### config.mk
export PLATFORM = sky130hd
export DESIGN_NAME = lpm_bit_shift
export DESIGN_NICKNAME = d
export VERILOG_FILES = /design/src/rtl/lpm_pkg.sv /design/src/rtl/lpm_bit_shift.sv
export SDC_FILE = /design/constraint.sdc
export NUM_CORES = 1
export LEC_CHECK = 0
export BUFFER_PORTS_ARGS = -buffer_cell sky130_fd_sc_hd__buf_2
export CAP_MARGIN = 5
export CELL_PAD_IN_SITES_DETAIL_PLACEMENT = 1
export CELL_PAD_IN_SITES_GLOBAL_PLACEMENT = 1
export CORE_MARGIN = 10
export CORE_UTILIZATION = 43
export CTS_BUF_LIST = sky130_fd_sc_hd__clkbuf_4 sky130_fd_sc_hd__clkbuf_8 sky130_fd_sc_hd__clkbuf_16
export CTS_CLUSTER_SIZE = 24
export DETAILED_ROUTE_END_ITERATION = 6
export PLACE_DENSITY_LB_ADDON = 0.1
export SETUP_SLACK_MARGIN = 0.2
export SLEW_MARGIN = 15
export SYNTH_ARGS = -nofsm -noshare
export SYNTH_HDL_FRONTEND = slang
export SYNTH_SLANG_ARGS = --single-unit
### constraint.sdc
create_clock -name clk -period 2.3 [get_ports clk]
set_input_delay 0.23 -clock clk [delete_from_list [all_inputs] [get_ports clk]]
set_output_delay 0.23 -clock clk [all_outputs]
set_load 0.01 [all_outputs]
### src/rtl/lpm_pkg.sv
// ----------------------------------------------------------------------------
// lpm_pkg
// Shared constants and types for the binary trie longest prefix match unit.
// ----------------------------------------------------------------------------
package lpm_pkg;

  localparam int NODE_COUNT_DEF = 1024;
  localparam int ADDR_BITS_DEF  = 32;

  localparam int HOP_W    = 8;
  localparam int LEN_W    = 6;
  localparam int STATUS_W = 2;

  localparam logic CMD_ADD    = 1'b0;
  localparam logic CMD_LOOKUP = 1'b1;

  localparam logic [STATUS_W-1:0] ST_OK        = 2'd0;
  localparam logic [STATUS_W-1:0] ST_NO_MATCH  = 2'd1;
  localparam logic [STATUS_W-1:0] ST_POOL_FULL = 2'd2;

  // one address bit per trie level from the serial shifter
  typedef struct packed {
    logic bit_val;
    logic at_end;
  } walk_t;

endpackage

### src/rtl/lpm_bit_shift.sv
// ----------------------------------------------------------------------------
// lpm_bit_shift
// Serial address shifter: hands out one address bit per trie level, most
// significant first, and flags the level at which the walk must stop.
// ----------------------------------------------------------------------------
module lpm_bit_shift #(
  parameter int ADDR_BITS = lpm_pkg::ADDR_BITS_DEF
) (
  input  logic                        clk,
  input  logic                        load,
  input  logic                        step,
  input  logic                        cmd,
  input  logic [ADDR_BITS-1:0]        address,
  input  logic [lpm_pkg::LEN_W-1:0]   prefix_len,
  output lpm_pkg::walk_t              walk
);

  localparam int LVL_W = $clog2(ADDR_BITS + 1);

  logic [ADDR_BITS-1:0] shift_reg;
  logic [LVL_W-1:0]     level;
  logic [LVL_W-1:0]     limit;
  logic [LVL_W-1:0]     limit_next;

  // overlong prefixes saturate to the full address width
  always_comb begin
    if (cmd == lpm_pkg::CMD_LOOKUP) begin
      limit_next = LVL_W'(ADDR_BITS);
    end else if ({1'b0, prefix_len} > 7'(ADDR_BITS)) begin
      limit_next = LVL_W'(ADDR_BITS);
    end else begin
      limit_next = LVL_W'(prefix_len);
    end
  end

  always_ff @(posedge clk) begin
    if (load) begin
      shift_reg <= address;
      level     <= '0;
      limit     <= limit_next;
    end else if (step) begin
      shift_reg <= shift_reg << 1;
      level     <= level + LVL_W'(1);
    end
  end

  assign walk.bit_val = shift_reg[ADDR_BITS-1];
  assign walk.at_end  = (level == limit);

endmodule

**After elaboration in Yosys (flattened, before gate mapping)**

Index checks and enable logic that the tools add are counted.

- Register bits after elaboration: 44
- Input port bits: 42
- Output and inout bits: 2
- Logic and storage cells: 10

- Add/sub/neg operators: 1
- $lt $le $gt $ge: 1
- Eq/ne operators: 1
- Multiplexer cells: 2
- Reduce and logical (&&, ||, !) cells: 2

Operators with widths:

| cell | number |
|---|---|
| $mux 32 | 2 |
| $add 6x1->6 const B | 1 |
| $eq 6x6->1 | 1 |
| $gt 6x6->1 const B | 1 |
| $reduce_bool 2->1 | 1 |
| $reduce_or 2->1 | 1 |

**Longest topological paths before layout**

Gate-level depths: netlist (run 1).

- Depth in word-level cells: 2
- Depth in mapped cells: 4
- Depth with buffers taken out: 4

**Least setup slack after synthesis (run 1)**

Ideal clock, no wire load.

- Path type: input -> register
- Start: in load
- End: reg shift_reg[0] (enable)
- Library setup time: 0.390 ns
- Arrival time: 1.400 ns
- Required time: 1.910 ns
- Path slack: 0.510 ns
- Stages: 3
- Path buffers: 2
- Cell sequence: buf_2 > buf_2 > or2_1

- Word-level cells in the longest chain between the ends: 1

Ends and longest elaborated chain:

| element | line | source |
|---|---|---|
| from (decl) | lpm_bit_shift.sv:10 | `input logic load,` |
| $reduce_bool 2->1 (no source line) | -- |  |
| to (signal assigned) | lpm_bit_shift.sv:38 | `shift_reg <= address;` |
| to (signal assigned) | lpm_bit_shift.sv:42 | `shift_reg <= shift_reg << 1;` |
| to (decl) | lpm_bit_shift.sv:20 | `logic [ADDR_BITS-1:0] shift_reg;` |

Every way passes these cells.
A chain may end at the register's enable or synchronous reset.

==> flow_summary.toml, run 1 <==
[route]
drt-wirelength-per-cell_um = 17.0
ant_nets = 0
viasPerCell = 4.99
route.vias.total = 1068
drtIter0Drc = 77
drtPass1Iterations = 4
drt_wl_total_um = 3630
route.detailed.drc = 0

[sta]
fin_crit_ns = 1.49
clock.fmax_mhz = 670
rsz0062_at_grt = "no"
setup_viol = 0
drv_slew = 0
fin_worst_skew_ns = 0.00869
hold_violations = 0
finalSetupTns_ns = 0
worstMarginPinSlew_ns = 0.407
slew_headroom = 0.729
whs_ns = 0.214
period_share = 0.649

[yosys]
syn_inst = 115
synth_nets = 158
yosysWarnings = 0
synthTopCellsByArea = "edfxtp_1, mux2_2, dfxtp_1, xnor2_1, xor2_1"
yosys_register_bits = 44
yosys.area.top_type_share = 0.610
yosysUniqueCellTypes = 21
ys_seq_area_frac = 0.674
syn_area_sq_um = 1870
synth_top_cell_by_area = "edfxtp_1"
synth.avg_cell_area_sq_um = 16.3

[power_and_ir_drop]
p_leak_nw = 0.902
power_density_nw_per_um2 = 764
vdd_drop_max_uv = 432

[outcome]
status = "finished clean"

[critical_path]
critPathLaunchType = "register"
critical_path_buf_inv_count = 1
path_delay_family = "flip-flops"
arrival_ns = 1.26
cp_slowest_cell = "dfxtp_1"
r2r_setup_slack_ns = 1.14
reg2reg_from = "level[2]"
worstPathCellList = "xnor2_1, nand4_1, nor3_1, buf_2"
max_stage_delay_ns = 0.43
crit_path_max_fanout = 4
crit_type = "register to output pin"
end_kind = "output pin"
startpoint = "level[0]"
crit_required_ns = 2.07

[placement]
dp_hpwl_um = 2690
gp_congestion = 0.712
port_buffers = 43

[die]
fp.coreArea_sq_um = 4120
floorplan.die_area_sq_um = 7390
rows = 23
die_h_um = 86.0
die-width_um = 86.0
io_pins = 44
initial_core_util = 0.455

[clock_tree]
cts_made_buffers = 5
ctsHoldBuffers = 0
clock_sinks = 44
h-tree-depth = 2
cts.repair.resized = 0
clk_pin_slew_ns = 0.08
postCtsSetupRepairBufs = 0
cts-root-buf = "clkbuf_8"
clkLatencyLatePin_ns = 0.30
cts_tree = "yes"
clockBufferDepth = 2

[global_routing]
grtUsageTotal = 0.102
grt_max_degree = 33
grt_pass1_vias = 1232
antenna_found_initial = 0
gr-total-overflow = 0
grt_pass1_wl_um = 5830

[finish]
fillCellCount = 431
diodes = 0
final_nets = 206
mostFrequentLayoutCell = "buf_2"
final_cell_mix = "buf_2, edfxtp_1, mux2_2, clkbuf_8"
largest_reg_flops = 32
final_layout_size_suffix_gt1_frac = 0.512
synthToLayoutAreaGrowth_pct = 21.1

[hold_path]
worstHoldStart = "prefix_len[1]"
hold_class = "primary input to register"

[flow_run]
drv_cap = 0
power by group:
part / switching, W / internal, W
Combinational: 0.0000600 / 0.0000903
Clock: 0.000262 / 0.000340
Sequential: 0.0000258 / 0.000953
through the flow:
step / cells / power, W / setup slack (ns) / util / instance area, sq um
CTS: 214 / 0.00176 / 0.774 / 0.551 / 2270
floorplan: 115 / 0.00109 / 0.510 / - / 1870
finish: 214 / 0.00173 / 0.808 / 0.551 / 2270
global placement: 206 / 0.00114 / 0.807 / 0.521 / 2140
detailed placement: 206 / 0.00115 / 0.761 / 0.521 / 2140
global route: 214 / 0.00181 / 0.698 / 0.551 / 2270
logic make-up after synthesis:
group | after synthesis | share of synthesized area
buf+inv | 6 | 0.0167
fa+ha+maj | 1 | 0.00668
xor+xnor | 10 | 0.0468
flops | 44 | 0.674
simple gates | 20 | 0.0588
compound gates | 2 | 0.00534
mux | 32 | 0.192
worst reg2reg max path, stage by stage (launching register included):
cell	delay (ns)
dfxtp_1	0.43
nand4_2	0.17
or3_1	0.37
a21oi_1	0.13
cells in the mapped netlist, drive strengths merged:
| library cell | instances |
|---|---|
| a21oi | 1 |
| and2 | 6 |
| buf | 5 |
| dfxtp | 6 |
| edfxtp | 38 |
| ha | 1 |
| inv | 1 |
| mux2 | 31 |
| mux2i | 1 |
| nand2 | 2 |
| nand4 | 3 |
| nor2 | 6 |
| nor3 | 1 |
| o21ai | 1 |
| or2 | 1 |
| or3 | 1 |
| xnor2 | 5 |
| xor2 | 5 |
metal layers:
metal | routed length [um] | up-vias | global-route usage
met4 | 65 | 0 | 0.0494
met1 | 1380 | 517 | 0.0953
met5 | 0 | - | 0
met3 | 276 | 5 | 0.0520
met2 | 1910 | 28 | 0.181
li1 | - | 518 | -
cell type report:
class                   count  area (sq um)  share of cell area
clock buffers               8           121              0.0536
well taps                  50          62.6              0.0276
inverters                   1          3.75             0.00166
flip-flops and latches     44          1260               0.557
multi-input cells          65           579               0.256
repair buffers             46           238               0.105
worst paths after layout:
path,endpoint,cells past startpoint
setup / recovery,walk[0],4
hold / removal,limit[1],2
setup reg to reg,level[5],3
hold reg to reg,level[5],2
No activity file was read; power rests on OpenSTA's default activity.
==> run 2, diff against run 1 <==
- CORE_UTILIZATION: 43 -> 39
- clock period: 2.3 -> 1.25 ns (I/O delays scaled with it)
==> run 2 against run 1 <==
The flow now finishes with violations (negative setup slack). Worst setup slack got worse by 0.93 ns. Critical path depth unchanged. Sequential share of layout area decreased by 0.72 points. Design area rose by 2.2%. Register-to-register slack got worse by 0.98 ns. Hold slack got worse by 0.11 ns. Sequential power increased by 85%. Die area up 7.8%. Utilization down 5.7 points. Combinational power rose by 92%. Total power rose by 82%. Largest cell class unchanged. Largest power group unchanged.
==> flow_summary.toml, run 2 (synthesized netlist as in run 1, its figures left out) <==
[outcome]
status = "complete, but fails checks"
violations = "negative setup slack"

[power_and_ir_drop]
power.switching_w = 0.000635
power_frac_clock = 0.334
p_leak_nw = 0.894
power_density_nw_per_um2 = 1360
swShare = 0.202
pwr-share-seq = 0.574
p_int_w = 0.00251
power_frac_comb = 0.092
vdd_drop_max_uv = 699

[clock_tree]
ctsHoldBuffers = 0
clockBufferDepth = 2
clkLatencyLatePin_ns = 0.30
cts_made_buffers = 5
h-tree-depth = 2
clock_sinks = 44
cts-root-buf = "clkbuf_8"
clk_pin_slew_ns = 0.08
cts_tree = "yes"

[finish]
final_layout_size_suffix_gt1_frac = 0.543
synthToLayoutAreaGrowth_pct = 23.7
final_cell_mix = "buf_2, edfxtp_1, mux2_2, nor2_1, and2_1"
mostFrequentLayoutCell = "buf_2"
fin_cells = 218
diodes = 0
post-route-util = 0.494
largest_reg_flops = 32
final_nets = 206
fillCellCount = 475

[die]
rows = 25
io_pins = 44
initial_core_util = 0.399
fp.coreArea_sq_um = 4690
floorplan.die_area_sq_um = 7970
die_h_um = 89.3
die-width_um = 89.3

[flow_run]
drv_cap = 0

[global_routing]
grtUsageTotal = 0.0997
gr-usage-met2 = 0.149
grt_pass1_vias = 1187
use_met1 = 0.114
grt_most_used_layer = "met2"
use_met3 = 0.0593
antenna_found_initial = 0
gr-total-overflow = 0
grt_pass1_wl_um = 5890
grt_max_degree = 33

[critical_path]
crit_required_ns = 1.12
critPathLaunchType = "register"
max_stage_delay_ns = 0.39
crit_type = "register to output pin"
crit_path_max_fanout = 1
end_kind = "output pin"
cp_slowest_cell = "edfxtp_1"
reg2reg_depth = 4
worstPathCellList = "xnor2_1, nand4_1, nor3_1, buf_2"
arrival_ns = 1.24

[sta]
worstMarginPinSlew_ns = 0.449
fin_ws_ns = -0.118
hold_violations = 0
fin_worst_skew_ns = 0.0110
fin_crit_ns = 1.37
slew_headroom = 0.701
drv_slew = 0
whs_ns = 0.106
setup_viol = 1
period_share = 1.09
rsz0062_at_grt = "yes"
clock.fmax_mhz = 731

[route]
drtPass1Iterations = 4
ant_nets = 0
drt-wirelength-per-cell_um = 16.3
drt_wl_total_um = 3560
route.detailed.drc = 0
route.vias.total = 1048
drtIter0Drc = 47
viasPerCell = 4.81

[placement]
dp_hpwl_um = 2590
gp_congestion = 0.703
pre_cts_ws_ns = 0.0890
dp.cells = 209
port_buffers = 43

[hold_path]
whs_path_depth = 2
hold_class = "primary input to register"
==> run 2: critical path, delay by kind of cell (launching register included) <==
family	cells	cell delay, ns
simple gates	2	0.24
xor+xnor	1	0.17
flops	1	0.39
buf+inv	1	0.16
==> run 2: path summary, 6_finish.rpt <==
check | to | start | slack, ns
max reg2reg | level[5] | level[2] | 0.16
max | walk[0] | limit[4] | -0.12
min | level[5] | load | 0.11
min reg2reg | level[5] | level[5] | 0.54
==> run 2: power by group through the flow <==
stage	logic, W	clock network, W	registers (W)
global route	0.000326	0.00114	0.00182
finish	0.000288	0.00105	0.00181
floorplan	0.000188	0	0.00182
CTS	0.000290	0.00107	0.00181
global placement	0.000272	0	0.00183
detailed placement	0.000290	0	0.00184
==> run 2: metal layers <==
| layer | vias up | routed length, um |
|---|---|---|
| met4 | 0 | 53 |
| li1 | 517 | - |
| met2 | 32 | 1640 |
| met5 | - | 0 |
| met1 | 495 | 1500 |
| met3 | 4 | 357 |
==> run 2: through the flow <==
step           setup TNS, ns  cell area [sq um]  power [W]
4_1_cts               -0.142               2270    0.00317
5_1_grt               -0.207               2320    0.00329
3_5_place_dp               0               2160    0.00213
3_3_place_gp               0               2160    0.00210
6_report              -0.118               2320    0.00314
2_1_floorplan              0               1890    0.00200
==> run 2: final cells by class <==
cell class	count	area [sq um]	area share
Tap cell	54	67.6	0.0292
Clock inverter	3	37.5	0.0162
Timing Repair Buffer	46	254	0.110
Clock buffer	5	68.8	0.0297
Multi-Input combinational cell	65	612	0.264
Sequential cell	44	1270	0.549
Inverter	1	3.75	0.00162
==> run 2: what timing repair did <==
| action | in CTS | in global routing |
|---|---|---|
| gates resized for setup | 3 | 7 |
| endpoints found under the setup margin | 3 | 3 |
| setup buffers | 0 | 1 |
| pin swaps | 0 | 2 |
